[src/assert_macros.svh]
// Assertion macros shared by the pressure trend history modules.
// Depends on nothing; simulation builds get the checks, synthesis builds get empty bodies.
`ifndef ASSERT_MACROS_SVH
`define ASSERT_MACROS_SVH

`ifndef SYNTHESIS

// Concurrent check that is switched off while reset is high.
`define PTH_ASSERT(name, clk, rst, prop, msg) \
  name: assert property (@(posedge clk) disable iff (rst) prop) else $error(msg);

// Concurrent check that also holds across reset.
`define PTH_ASSERT_ALWAYS(name, clk, prop, msg) \
  name: assert property (@(posedge clk) prop) else $error(msg);

`else

`define PTH_ASSERT(name, clk, rst, prop, msg)

`define PTH_ASSERT_ALWAYS(name, clk, prop, msg)

`endif

`endif

[src/pth_pkg.sv]
// Widths, decimation constants, stage words and the reciprocal mean function
// of the pressure trend history block. Depends on nothing.
package pth_pkg;

  // Field widths.
  localparam int PRESS_W  = 17;
  localparam int CHANGE_W = 18;
  localparam int SRC_W    = 2;
  localparam int HELD_W   = 5;
  localparam int COUNT_W  = 6;
  localparam int SUM_W    = 23;

  // Decimation ratios and history size.
  localparam int SAMPLES_PER_MINUTE = 60;
  localparam int MINUTES_PER_HOUR   = 60;
  localparam int HOUR_SLOTS         = 24;

  // The ring holds at most one entry fewer than it has slots.
  localparam int HIST_AW  = $clog2(HOUR_SLOTS);
  localparam int FILL_W   = $clog2(HOUR_SLOTS);
  localparam int FILL_MAX = HOUR_SLOTS - 1;

  // Reciprocal constants: a sum below 2**SUM_W divided by a ratio below
  // 2**COUNT_W is exact with a shift of SUM_W + COUNT_W and a rounded-up
  // reciprocal.
  localparam int DIV_SHIFT = SUM_W + COUNT_W;
  localparam int RECIP_W   = DIV_SHIFT;
  localparam logic [RECIP_W-1:0] MINUTE_RECIP = RECIP_W'(
    ((64'd1 << DIV_SHIFT) + SAMPLES_PER_MINUTE - 1) / SAMPLES_PER_MINUTE);
  localparam logic [RECIP_W-1:0] HOUR_RECIP = RECIP_W'(
    ((64'd1 << DIV_SHIFT) + MINUTES_PER_HOUR - 1) / MINUTES_PER_HOUR);

  // Where the trend reference came from.
  typedef enum logic [SRC_W-1:0] {
    SRC_HOUR   = 2'd0,
    SRC_MINUTE = 2'd1,
    SRC_SAMPLE = 2'd2
  } ref_src_t;

  // Word handed from the averaging stages to the history stage.
  typedef struct packed {
    logic [PRESS_W-1:0] sample;
    logic [PRESS_W-1:0] first_sample;
    logic [PRESS_W-1:0] first_minute;
    logic               minute_open;
    logic               hour_push;
    logic [PRESS_W-1:0] hour_avg;
  } avg_word_t;

  // Word handed from the history stage to the output formatting.
  typedef struct packed {
    logic [PRESS_W-1:0] sample;
    logic [PRESS_W-1:0] first_sample;
    logic [PRESS_W-1:0] first_minute;
    logic               minute_open;
    logic [FILL_W-1:0]  fill;
    logic [PRESS_W-1:0] oldest;
  } hist_word_t;

  // Truncated mean by multiplication with a reciprocal and a shift.
  function automatic logic [PRESS_W-1:0] scaled_mean(input logic [SUM_W-1:0] sum,
                                                      input logic [RECIP_W-1:0] recip);
    logic [SUM_W+RECIP_W-1:0] prod;
    prod = {{RECIP_W{1'b0}}, sum} * {{SUM_W{1'b0}}, recip};
    return prod[DIV_SHIFT +: PRESS_W];
  endfunction

endpackage

[src/pth_ifs.sv]
// Valid/ready channel interfaces for pressure samples and trend results.
// Depends on pth_pkg for the field widths.
interface pth_sample_if;
  logic                        valid;
  logic                        ready;
  logic [pth_pkg::PRESS_W-1:0] pressure_pa;

  modport source (output valid, output pressure_pa, input ready);
  modport sink (input valid, input pressure_pa, output ready);
endinterface

interface pth_result_if;
  logic                                valid;
  logic                                ready;
  logic [pth_pkg::PRESS_W-1:0]         reference_pa;
  logic signed [pth_pkg::CHANGE_W-1:0] change_pa;
  logic [pth_pkg::SRC_W-1:0]           reference_source;
  logic [pth_pkg::HELD_W-1:0]          hours_held;

  modport source (output valid, output reference_pa, output change_pa,
                  output reference_source, output hours_held, input ready);
  modport sink (input valid, input reference_pa, input change_pa,
                input reference_source, input hours_held, output ready);
endinterface

[src/pth_hist_ram.sv]
// Hour history memory: one write port and one registered read port.
// Depends on pth_pkg for the depth and the word width.
module pth_hist_ram (
  input  logic                        clk,
  input  logic                        we,
  input  logic [pth_pkg::HIST_AW-1:0] waddr,
  input  logic [pth_pkg::PRESS_W-1:0] wdata,
  input  logic                        re,
  input  logic [pth_pkg::HIST_AW-1:0] raddr,
  output logic [pth_pkg::PRESS_W-1:0] rdata
);

  logic [pth_pkg::PRESS_W-1:0] mem [pth_pkg::HOUR_SLOTS];

  // A read at the address being written returns the old contents.
  always_ff @(posedge clk) begin
    if (we) begin
      mem[waddr] <= wdata;
    end
    if (re) begin
      rdata <= mem[raddr];
    end
  end

endmodule

[src/pth_average.sv]
// Four-stage averaging pipeline: sample accumulation, minute mean, minute
// accumulation and hour mean. Depends on pth_pkg and pth_ifs.
module pth_average (
  input  logic               clk,
  input  logic               rst,
  pth_sample_if.sink         sample_ch,
  output logic               hvalid,
  input  logic               hready,
  output pth_pkg::avg_word_t hword
);

  // Running state of the current minute and hour.
  logic [pth_pkg::SUM_W-1:0]   second_sum;
  logic [pth_pkg::COUNT_W-1:0] second_count;
  logic [pth_pkg::PRESS_W-1:0] first_second_sample;
  logic [pth_pkg::SUM_W-1:0]   minute_sum;
  logic [pth_pkg::COUNT_W-1:0] minute_count;
  logic [pth_pkg::PRESS_W-1:0] first_minute_average;

  // Stage valid bits and advance enables.
  logic v1, v2, v3, v4;
  logic en1, en2, en3, en4;

  // Stage payloads.
  logic [pth_pkg::PRESS_W-1:0] s1_sample, s1_first;
  logic                        s1_end;
  logic [pth_pkg::SUM_W-1:0]   s1_sum;
  logic [pth_pkg::PRESS_W-1:0] s2_sample, s2_first, s2_avg;
  logic                        s2_end;
  logic [pth_pkg::PRESS_W-1:0] s3_sample, s3_first, s3_first_minute;
  logic                        s3_open, s3_push;
  logic [pth_pkg::SUM_W-1:0]   s3_sum;

  // Combinational results of the two accumulation stages.
  logic                        take;
  logic [pth_pkg::PRESS_W-1:0] first_now;
  logic [pth_pkg::SUM_W-1:0]   sum_new;
  logic [pth_pkg::COUNT_W-1:0] count_new;
  logic                        minute_end;
  logic                        absorb;
  logic [pth_pkg::PRESS_W-1:0] first_minute_now;
  logic [pth_pkg::SUM_W-1:0]   msum_new;
  logic [pth_pkg::COUNT_W-1:0] mcount_new;
  logic [pth_pkg::COUNT_W-1:0] mcount_after;
  logic                        hour_end;

  // A stage loads when it is empty or its word moves on.
  assign en4 = !v4 || hready;
  assign en3 = !v3 || en4;
  assign en2 = !v2 || en3;
  assign en1 = !v1 || en2;
  assign sample_ch.ready = en1;
  assign take = sample_ch.valid && en1;

  // Sample accumulation for the current minute.
  always_comb begin
    first_now  = (second_count == '0) ? sample_ch.pressure_pa : first_second_sample;
    sum_new    = second_sum + pth_pkg::SUM_W'(sample_ch.pressure_pa);
    count_new  = second_count + pth_pkg::COUNT_W'(1);
    minute_end = (count_new == pth_pkg::COUNT_W'(pth_pkg::SAMPLES_PER_MINUTE));
  end

  // Minute average accumulation for the current hour.
  always_comb begin
    absorb           = v2 && en3;
    first_minute_now = first_minute_average;
    msum_new         = minute_sum;
    mcount_new       = minute_count;
    hour_end         = 1'b0;
    if (s2_end) begin
      if (minute_count == '0) begin
        first_minute_now = s2_avg;
      end
      msum_new   = minute_sum + pth_pkg::SUM_W'(s2_avg);
      mcount_new = minute_count + pth_pkg::COUNT_W'(1);
      hour_end   = (mcount_new == pth_pkg::COUNT_W'(pth_pkg::MINUTES_PER_HOUR));
    end
    mcount_after = hour_end ? '0 : mcount_new;
  end

  // Control state and running sums.
  always_ff @(posedge clk) begin
    if (rst) begin
      second_sum           <= '0;
      second_count         <= '0;
      first_second_sample  <= '0;
      minute_sum           <= '0;
      minute_count         <= '0;
      first_minute_average <= '0;
      v1 <= 1'b0;
      v2 <= 1'b0;
      v3 <= 1'b0;
      v4 <= 1'b0;
    end else begin
      if (take) begin
        first_second_sample <= first_now;
        second_sum          <= minute_end ? '0 : sum_new;
        second_count        <= minute_end ? '0 : count_new;
      end
      if (absorb) begin
        first_minute_average <= first_minute_now;
        minute_sum           <= hour_end ? '0 : msum_new;
        minute_count         <= mcount_after;
      end
      if (en1) v1 <= sample_ch.valid;
      if (en2) v2 <= v1;
      if (en3) v3 <= v2;
      if (en4) v4 <= v3;
    end
  end

  // Stage payloads; the multiplications each end in a register.
  always_ff @(posedge clk) begin
    if (take) begin
      s1_sample <= sample_ch.pressure_pa;
      s1_first  <= first_now;
      s1_end    <= minute_end;
      s1_sum    <= sum_new;
    end
    if (v1 && en2) begin
      s2_sample <= s1_sample;
      s2_first  <= s1_first;
      s2_end    <= s1_end;
      s2_avg    <= pth_pkg::scaled_mean(s1_sum, pth_pkg::MINUTE_RECIP);
    end
    if (absorb) begin
      s3_sample       <= s2_sample;
      s3_first        <= s2_first;
      s3_first_minute <= first_minute_now;
      s3_open         <= (mcount_after != '0);
      s3_push         <= hour_end;
      s3_sum          <= msum_new;
    end
    if (v3 && en4) begin
      hword.sample       <= s3_sample;
      hword.first_sample <= s3_first;
      hword.first_minute <= s3_first_minute;
      hword.minute_open  <= s3_open;
      hword.hour_push    <= s3_push;
      hword.hour_avg     <= pth_pkg::scaled_mean(s3_sum, pth_pkg::HOUR_RECIP);
    end
  end

  assign hvalid = v4;

endmodule

[src/pth_history.sv]
// History stage: pushes hour averages into the ring memory and reads the
// oldest entry, forwarding a same-cycle write. Depends on pth_pkg and pth_hist_ram.
`include "assert_macros.svh"

module pth_history (
  input  logic                clk,
  input  logic                rst,
  input  logic                hvalid,
  output logic                hready,
  input  pth_pkg::avg_word_t  hword,
  output logic                ovalid,
  input  logic                oready,
  output pth_pkg::hist_word_t oword
);

  // Ring pointers.
  logic [pth_pkg::HIST_AW-1:0] ptr, ptr_next, ptr_step;
  logic [pth_pkg::FILL_W-1:0]  fill, fill_next;
  logic                        full;

  // Stage control.
  logic v5, en5, load, push;

  // Write slot and forwarding.
  logic [pth_pkg::HIST_AW:0]   slot_sum;
  logic [pth_pkg::HIST_AW-1:0] wslot;
  logic                        fwd;
  logic [pth_pkg::PRESS_W-1:0] rdata;

  // Output stage payload.
  logic [pth_pkg::PRESS_W-1:0] o_sample, o_first, o_first_minute, o_fwd_data;
  logic                        o_open, o_fwd;
  logic [pth_pkg::FILL_W-1:0]  o_fill;

  assign en5    = !v5 || oready;
  assign hready = en5;
  assign load   = hvalid && en5;
  assign push   = load && hword.hour_push;

  // Next ring position: newest goes after the held entries, oldest drops when full.
  always_comb begin
    full     = (fill == pth_pkg::FILL_W'(pth_pkg::FILL_MAX));
    slot_sum = (pth_pkg::HIST_AW + 1)'(ptr) + (pth_pkg::HIST_AW + 1)'(fill);
    if (slot_sum >= (pth_pkg::HIST_AW + 1)'(pth_pkg::HOUR_SLOTS)) begin
      wslot = pth_pkg::HIST_AW'(slot_sum - (pth_pkg::HIST_AW + 1)'(pth_pkg::HOUR_SLOTS));
    end else begin
      wslot = pth_pkg::HIST_AW'(slot_sum);
    end
    ptr_step  = (ptr == pth_pkg::HIST_AW'(pth_pkg::HOUR_SLOTS - 1)) ?
                '0 : ptr + pth_pkg::HIST_AW'(1);
    ptr_next  = (push && full) ? ptr_step : ptr;
    fill_next = (push && !full) ? fill + pth_pkg::FILL_W'(1) : fill;
    fwd       = push && (wslot == ptr_next);
  end

  pth_hist_ram u_ram (
    .clk   (clk),
    .we    (push),
    .waddr (wslot),
    .wdata (hword.hour_avg),
    .re    (load),
    .raddr (ptr_next),
    .rdata (rdata)
  );

  // Ring state and output valid.
  always_ff @(posedge clk) begin
    if (rst) begin
      ptr  <= '0;
      fill <= '0;
      v5   <= 1'b0;
    end else begin
      if (load) begin
        ptr  <= ptr_next;
        fill <= fill_next;
      end
      if (en5) v5 <= hvalid;
    end
  end

  // Output stage payload, loaded with the memory read.
  always_ff @(posedge clk) begin
    if (load) begin
      o_sample       <= hword.sample;
      o_first        <= hword.first_sample;
      o_first_minute <= hword.first_minute;
      o_open         <= hword.minute_open;
      o_fill         <= fill_next;
      o_fwd          <= fwd;
      o_fwd_data     <= hword.hour_avg;
    end
  end

  assign ovalid             = v5;
  assign oword.sample       = o_sample;
  assign oword.first_sample = o_first;
  assign oword.first_minute = o_first_minute;
  assign oword.minute_open  = o_open;
  assign oword.fill         = o_fill;
  assign oword.oldest       = o_fwd ? o_fwd_data : rdata;

  `PTH_ASSERT(a_fill_bound, clk, rst, fill <= pth_pkg::FILL_W'(pth_pkg::FILL_MAX), "hour fill beyond ring capacity")
  `PTH_ASSERT(a_ptr_range, clk, rst, ptr <= pth_pkg::HIST_AW'(pth_pkg::HOUR_SLOTS - 1), "oldest pointer outside ring")
  `PTH_ASSERT(a_full_push_rotates, clk, rst, (push && full) |=> (fill == $past(fill)) && (ptr != $past(ptr)), "push into full ring did not drop oldest")
  `PTH_ASSERT(a_idle_keeps_ring, clk, rst, !push |=> $stable(fill) && $stable(ptr), "ring moved without a push")
  `PTH_ASSERT_ALWAYS(a_reset_clears, clk, rst |=> !v5 && (fill == '0), "reset left a word or history count")

endmodule

[src/pressure_trend_history.sv]
// Pressure trend history, top level: five register stages from pth_average and pth_history.
// Each stage holds one word and moves on when the next frees.
// Throughput: one sample per cycle while the result channel is ready.
// Reset clears sums, counts, ring pointer, fill and valid bits; the history memory
// is not cleared, an entry's value is used only once written. Depends on pth_pkg and pth_ifs.
module pressure_trend_history (
  input  logic         clk,
  input  logic         rst,
  pth_sample_if.sink   sample_ch,
  pth_result_if.source result_ch
);

  pth_pkg::avg_word_t  hword;
  pth_pkg::hist_word_t oword;
  logic                hvalid, hready;
  pth_pkg::ref_src_t   src;
  logic [pth_pkg::PRESS_W-1:0] reference;

  pth_average u_average (
    .clk       (clk),
    .rst       (rst),
    .sample_ch (sample_ch),
    .hvalid    (hvalid),
    .hready    (hready),
    .hword     (hword)
  );

  pth_history u_history (
    .clk    (clk),
    .rst    (rst),
    .hvalid (hvalid),
    .hready (hready),
    .hword  (hword),
    .ovalid (result_ch.valid),
    .oready (result_ch.ready),
    .oword  (oword)
  );

  // Reference: oldest hour average, else first minute average, else first sample.
  always_comb begin
    priority if (oword.fill != '0) begin
      reference = oword.oldest;
      src       = pth_pkg::SRC_HOUR;
    end else if (oword.minute_open) begin
      reference = oword.first_minute;
      src       = pth_pkg::SRC_MINUTE;
    end else begin
      reference = oword.first_sample;
      src       = pth_pkg::SRC_SAMPLE;
    end
  end

  assign result_ch.reference_pa     = reference;
  assign result_ch.change_pa        = $signed(pth_pkg::CHANGE_W'(oword.sample) -
                                              pth_pkg::CHANGE_W'(reference));
  assign result_ch.reference_source = src;
  assign result_ch.hours_held       = pth_pkg::HELD_W'(oword.fill);

endmodule
[src/flat_wrapper.sv]
// flat-port wrapper written by rule: the top's interface ports become plain ports
module pressure_trend_history_flat 
  (clk, rst, sample_ch_valid, sample_ch_pressure_pa, sample_ch_ready, result_ch_valid, result_ch_reference_pa, result_ch_change_pa, result_ch_reference_source, result_ch_hours_held, result_ch_ready);
  pth_sample_if sample_ch_i ();
  pth_result_if result_ch_i ();
  input  logic clk;
  input  logic rst;
  input wire logic [$bits(sample_ch_i.valid)-1:0] sample_ch_valid;
  input wire logic [$bits(sample_ch_i.pressure_pa)-1:0] sample_ch_pressure_pa;
  output wire logic [$bits(sample_ch_i.ready)-1:0] sample_ch_ready;
  output wire logic [$bits(result_ch_i.valid)-1:0] result_ch_valid;
  output wire logic [$bits(result_ch_i.reference_pa)-1:0] result_ch_reference_pa;
  output wire logic [$bits(result_ch_i.change_pa)-1:0] result_ch_change_pa;
  output wire logic [$bits(result_ch_i.reference_source)-1:0] result_ch_reference_source;
  output wire logic [$bits(result_ch_i.hours_held)-1:0] result_ch_hours_held;
  input wire logic [$bits(result_ch_i.ready)-1:0] result_ch_ready;
  assign sample_ch_i.valid = sample_ch_valid;
  assign sample_ch_i.pressure_pa = sample_ch_pressure_pa;
  assign sample_ch_ready = sample_ch_i.ready;
  assign result_ch_valid = result_ch_i.valid;
  assign result_ch_reference_pa = result_ch_i.reference_pa;
  assign result_ch_change_pa = result_ch_i.change_pa;
  assign result_ch_reference_source = result_ch_i.reference_source;
  assign result_ch_hours_held = result_ch_i.hours_held;
  assign result_ch_i.ready = result_ch_ready;
  pressure_trend_history u_core (.clk(clk), .rst(rst), .sample_ch(sample_ch_i), .result_ch(result_ch_i));
endmodule
[config.mk]
export PLATFORM = sky130hd
export DESIGN_NAME = pressure_trend_history_flat
export DESIGN_NICKNAME = d
export VERILOG_FILES = /design/src/pth_pkg.sv /design/src/pth_ifs.sv /design/src/pth_hist_ram.sv /design/src/pth_average.sv /design/src/pth_history.sv /design/src/pressure_trend_history.sv /design/src/flat_wrapper.sv
export VERILOG_INCLUDE_DIRS = /design/src /design/src/src
export SDC_FILE = /design/constraint.sdc
export NUM_CORES = 2
export LEC_CHECK = 0
export CORE_MARGIN = 3
export CORE_UTILIZATION = 50
export DETAILED_ROUTE_END_ITERATION = 7
export DONT_BUFFER_PORTS = 1
export PLACE_DENSITY_LB_ADDON = 0.2
export SYNTH_ARGS = -nofsm -noshare
export SYNTH_HDL_FRONTEND = slang
export SYNTH_HIERARCHICAL = 1
export SYNTH_SLANG_ARGS = --single-unit
[constraint.sdc]
create_clock -name clk -period 13.6 [get_ports clk]
set_input_delay 1.36 -clock clk [delete_from_list [all_inputs] [get_ports clk]]
set_output_delay 1.36 -clock clk [all_outputs]
set_load 0.005 [all_outputs]
Yosys cells after proc, flatten, opt, wreduce, memory -nomap -nowiden --
Memories as Yosys holds them, arrays and structs flattened. A register that Yosys moved wholly into a read port is not among the register bits. Index checks and enable logic that the tools add are counted.
Cells by class: $mul 2, reductions and logical operators 24, equal/unequal tests 5, add/sub/neg operators 9, multiplexer cells 21, order comparisons 1
Operators with widths (number):
- $mux W17 | 6
- $mul A23 B24 Y46 const B | 2
- $mux W23 | 3
- $add A23 B17 Y23 | 2
- $mux W5 | 4
- $mux W6 | 3
- $sub A17 B17 Y18 | 1
- $add A6 B1 Y6 const B | 2
- $eq A6 B6 Y1 const B | 2
- $logic_not A6 Y1 | 2
- $add A5 B1 Y5 const B | 2
- $eq A5 B5 Y1 const B | 2
- $logic_and A1 B1 Y1 | 9
- $add A5 B5 Y6 | 1
- $ge A6 B5 Y1 const B | 1
- $logic_not A1 Y1 | 6
- $reduce_bool A6 Y1 | 1
- $eq A5 B5 Y1 | 1
- $logic_or A1 B1 Y1 | 5
- $reduce_bool A5 Y1 | 1
- $sub A5 B5 Y5 const B | 1
- $mux W2 | 2
- $mux W1 | 3
Storage, ports and cells: memories 1, bits in writable memories 408, flip-flop bits (word level) 438, bits of input ports 21, word-level logic and storage cells 103
Memory list:
- u_core.u_history.u_ram.mem | depth 24, width 17, read ports 1, clocked after memory_dff 1, wr ports 1, RTL line pth_hist_ram.sv:13 | logic [pth_pkg::PRESS_W-1:0] mem [pth_pkg::HOUR_SLOTS];

Logic depth before layout (Yosys ltp) --
depth after elaboration 8, mapped depth 20, depth with buffers taken out 20

Modules after synthesis --
Netlist, hierarchy kept.
Modules (own cells, without submodules):
- pth_average | times used 1, cells an instance 2040, area an instance 23064.6 sq um, seq. area each 9609.2 sq um
- pth_hist_ram | times used 1, cells an instance 767, area an instance 16340.7 sq um, seq. area each 12762.2 sq um
- pth_history | times used 1, cells an instance 212, area an instance 3482.1 sq um, seq. area each 2472.4 sq um
- pressure_trend_history | times used 1, cells an instance 196, area an instance 1342.5 sq um, seq. area each 0.0 sq um

Least setup slack after synthesis --
No wires, ideal clock.
kind register to register, start point reg u_core/u_average/s1_sum[19] in the netlist's numbering, end point reg u_core/u_average/s2_avg[11] in the netlist's numbering, data pin, path buffers 0, setup slack 8267 ps, data arrival time 5073 ps, data required time 13340 ps, stages on the path, launching flop included 20, cells stage by stage edfxtp_1 ha_1 fa_1 inv_1 fa_1 inv_1 fa_1 inv_1 fa_1 inv_1 ha_1 ha_1 and3_1 a311oi_1 nand2_1 o311ai_1 and2_1 nor2b_1 o221ai_1 xnor2_1
Between the ends: cells in the longest elaborated chain, start to end 1
RTL lines:
- start, declared | RTL line pth_average.sv:27 | logic [pth_pkg::SUM_W-1:0] s1_sum;
- start signal, assigned | RTL line pth_average.sv:118 | s1_sum <= sum_new;
- $mul A23 B24 Y46 | RTL line pth_pkg.sv:64 | prod = {{RECIP_W{1'b0}}, sum} * {{SUM_W{1'b0}}, recip};
- end signal, assigned | RTL line pth_average.sv:124 | s2_avg <= pth_pkg::scaled_mean(s1_sum, pth_pkg::MINUTE_RECIP);
- end, declared | RTL line pth_average.sv:28 | logic [pth_pkg::PRESS_W-1:0] s2_sample, s2_first, s2_avg;
No other way between the ends. A chain may end at the register's enable or synchronous reset.

Final worst setup path --
Same ends and word-level chain as after synthesis.

==> summary.md <==
| Metric | Value |
|---|---|
| Crit path max-delay family | adder cells |
| Synth Cell Area | about 0.044 mm2 |
| Power Density | roughly 170 mW/mm2 |
| CTS sink count | 863 |
| WL/cell | approximately 22 um |
| Sequential area share after synthesis | 56.2% |
| RSZ-0062 raised after global routing | false |
| Met2 wire length | between 40000 and 50000 um |
| Hold Fails Final Rpt | 0 |
| Post-CTS sizing | 0 |
| # hold bufs at CTS | 0 |
| Port bufs | 0 |
| Final cell utilization of the core | 55.5% |
| Largest stage delay on the critical path | around 0.54 ns |
| Number of diodes | 0 |
| DR pass1 iterations | 6 |
| Vias in the first global route | ~26000 |
| Top sig layer | met4 |
| Critical path fanouts, max | 4 |
| Starting DRT DRC Count | 1831 |
| Hold path depth | 0 |
| Post-synthesis net count | approximately 3700 |
| DRC Markers | 0 |
| Origin of the worst min-delay path | u_core/u_average/s3_first[9] |
| Area grow syn2layout | 9.62% |
| Buffers and inverters on the worst path | 4 |
| Largest net degree at the start of global routing | 108 |
| # setup viols final | 0 |
| Count leader, synth | edfxtp_1 |
| Metal-1 WL | between 40000 and 50000 um |
| Antenna Nets Post-Route | 0 |
| Data arrival, critical path | 6.43 ns |
| Setup crit end kind | flip-flop |
| Vias per cell | between 5 and 6 |
| H-tree depth | 3 |
| TritonCTS buffer count | 88 |
| FF-to-FF setup slack | ~7.6 ns |
| Num rows | between 100 and 150 |
| Root Buffer | clkbuf_16 |
| Total Routing Usage GR | a little over a fifth |
| Hold/Removal Path Class | reg2reg |
| Status | finished, final reports clean |
| Crit path launch type | flip-flop |
| Post-synth EDFFs | 756 |
| Syn Inst Count | ~3200 |
| Worst path cell trace | ha_1 > fa_1 > inv_1 > fa_1 > inv_1 > fa_1 > inv_1 > fa_1 > inv_1 > ha_1 > ha_1 > and3_1 > a311oi_1 > nand2_1 > o311ai_1 > and2_1 > nor2b_1 > o221ai_1 > xnor2_1 |
| RR Startpoint | u_core/u_average/s1_sum[19] |
| Detailed placement HPWL | just under 70000 um |
| Nets | roughly 3800 |
| DIE WIDTH | around 300 um |
| GP Congestion | ~0.86 |
| First-pass GRT wire length | 151000 um |
| Max clock buf depth | 3 |
| Yosys top cell by area | edfxtp_1 |
| Layout cells sized above 1 | 10.6% |
| Distinct cell type count of the synthesized netlist | 105 |
| Initial antenna violation count | 3 |
| Hold Path Sink | u_core/u_average/hword[45] |
| Core area | between 0.08 and 0.09 mm2 |
| Setup repair bufs after CTS | 0 |
| Main synth FF type | edfxtp_1 |
| FF+latch count, synth | around 860 |
| Vias | roughly 26000 |
| Power Total | ~8.4 mW |
| Filler cell count | slightly below 7000 |
| Synth Area per Inst | about 14 um2 |
| WP data required | around 14 ns |
| Worst-Margin Slew | ~1.1 ns |
| Max Freq | 165 MHz |
| Crit path kind | reg2reg |
| Clk slew on worst S/H paths | about 0.07 ns |
| Leak | approximately 19 nW |
| Metal3 WL | about 4700 um |
| Post-synthesis async set-or-reset flop share | 0% |
| GRT overflow | 0 |
| Tcrit/Tclk final | around 44% |
| Pins Over Slew Limit | 0 |
| Yosys top cell area share | between 50% and 60% |
| Yosys Warn Count | 6 |
| Io pins | between 60 and 70 |
| Slew HR | between 20% and 30% |
| Final wirelength | approximately 97000 um |
| Max-cap violations | 0 |
| Clk Latency, worst-skew pair | between 0.6 and 0.7 ns |
| Worst VDD drop | 0.000371 V |
| Layout Skew | 0.0264 ns |
| Starting Density | about 51% |
| Worst setup path start | u_core/u_average/s1_sum[19] |
| Final min period | just over 6 ns |
| CP max-delay cell | fa_1 |
| Commonest cells post-synth | edfxtp_1 (756), ha_1 (370), inv_1 (336) |
| Top post-synthesis cells by area | edfxtp_1 (51%), ha_1 (10%), fa_1 (5.8%) |
| CTS tree | done |
| Sum Neg Setup Slack | 0 ns |
| Die height | 303 um |
| Reg2reg end | u_core/u_average/s2_avg[11] |
| FF-to-FF path depth | 19 |
| Die area | 0.0921 mm2 |
-- cell usage in the layout (no fill, tap or decap), drive strengths merged, types with 31 or more instances in the layout --
master  Yosys  layout
ha        370     370
clkbuf     60     121
o211ai     33      33
a22oi      38      38
xor2       31      31
nor2b      32      32
nand2     142     142
fa        128     128
edfxtp    756     756
nor3       49      49
mux2       61      61
mux4       68      68
nor2      182     182
dfxtp     107     107
inv       339     344
o21ai      63      63
nand3      62      62
xnor2      61      61
a21oi     119     119
mux2i     107     107
a21o       56      56
buf        49      46
-- flip-flops by register name, indices dropped and copies added (netlist names), 17 cells and up --
register                               cells
u_core/u_average/hword                    70
u_core/u_average/s3_sum                   23
u_core/u_average/minute_sum               23
u_core/u_history/o_sample                 17
u_core/u_average/s2_avg                   17
u_core/u_history/u_ram/rdata              17
u_core/u_history/o_fwd_data               17
u_core/u_average/s2_first                 17
u_core/u_average/s2_sample                17
u_core/u_history/o_first                  17
u_core/u_history/o_first_minute           17
u_core/u_average/s1_sum                   23
u_core/u_average/s1_sample                17
u_core/u_history/u_ram/mem               408
u_core/u_average/first_minute_average     17
u_core/u_average/s3_sample                17
u_core/u_average/s3_first                 17
u_core/u_average/s1_first                 17
u_core/u_average/second_sum               23
u_core/u_average/first_second_sample      17
u_core/u_average/s3_first_minute          17
-- where the power goes --
part	switching, mW	leakage (nW)	total [mW]	internal, mW
logic	1.64	9.33	2.88	1.23
clock network	0.996	1.43	2.44	1.44
registers	0.0928	7.78	3.13	3.04
-- metrics by stage --
| step | area (um2) | setup slack [ns] | instances | hold slack (ns) |
|---|---|---|---|---|
| final | 48500 | 7.55 | 4472 | 0.404 |
| after global routing | 48500 | 7.17 | 4472 | 0.397 |
| after CTS | 48500 | 7.49 | 4472 | 0.396 |
| after detailed placement | 45500 | 7.57 | 4307 | 0.405 |
| after global placement | 45500 | 7.70 | 4307 | 0.400 |
| after floorplan | 44200 | 8.27 | 3215 | 0.400 |
-- worst reg2reg max path, delay by kind of cell (launching register included) --
kind,cells,cell delay (ns)
adder cells (fa/ha/maj),7,3.03
flip-flops,1,0.49
XOR/XNOR,1,0.16
AO/OA/AOI/OAI,3,0.98
AND/OR/NAND/NOR,4,0.91
buffers and inverters,4,0.24
-- metal layers --
layer	vias to the layer above	global-route usage [%]
li1	11949	-
met1	12826	29.2
met2	656	36.5
met3	114	2.45
met4	0	5.50
met5	-	0
-- kinds of logic after synthesis --
logic type	after synthesis	synth area share [%]
flip-flops	863	56.2
adder cells (fa/ha/maj)	498	16.3
multiplexers	236	7.45
AND/OR/NAND/NOR	599	6.66
AO/OA/AOI/OAI	477	7.50
XOR/XNOR	92	1.84
buffers and inverters	450	4.11
-- worst max-delay path by stage --
stage	end	slack, ns	cells after the start
after global placement	u_core/u_average/s2_avg[11]	7.70	19
after CTS	result_ch_change_pa[10]	7.49	13
after global routing	u_core/u_average/s2_avg[11]	7.17	19
after detailed placement	u_core/u_average/s2_avg[11]	7.57	19
after floorplan	u_core/u_average/s2_avg[11]	8.27	19
final	u_core/u_average/s2_avg[11]	7.55	19
-- cell type report --
type	instances	area [um2]	area share (%)
multi-input cells	1902	17600	36.3
clock inverters	44	546	1.13
repair buffers	46	345	0.712
clock buffers	121	2410	4.96
flip-flops and latches	863	24800	51.2
well taps	1155	1450	2.98
inverters	341	1290	2.66
Note: power is estimated with default switching activity, not from simulation.
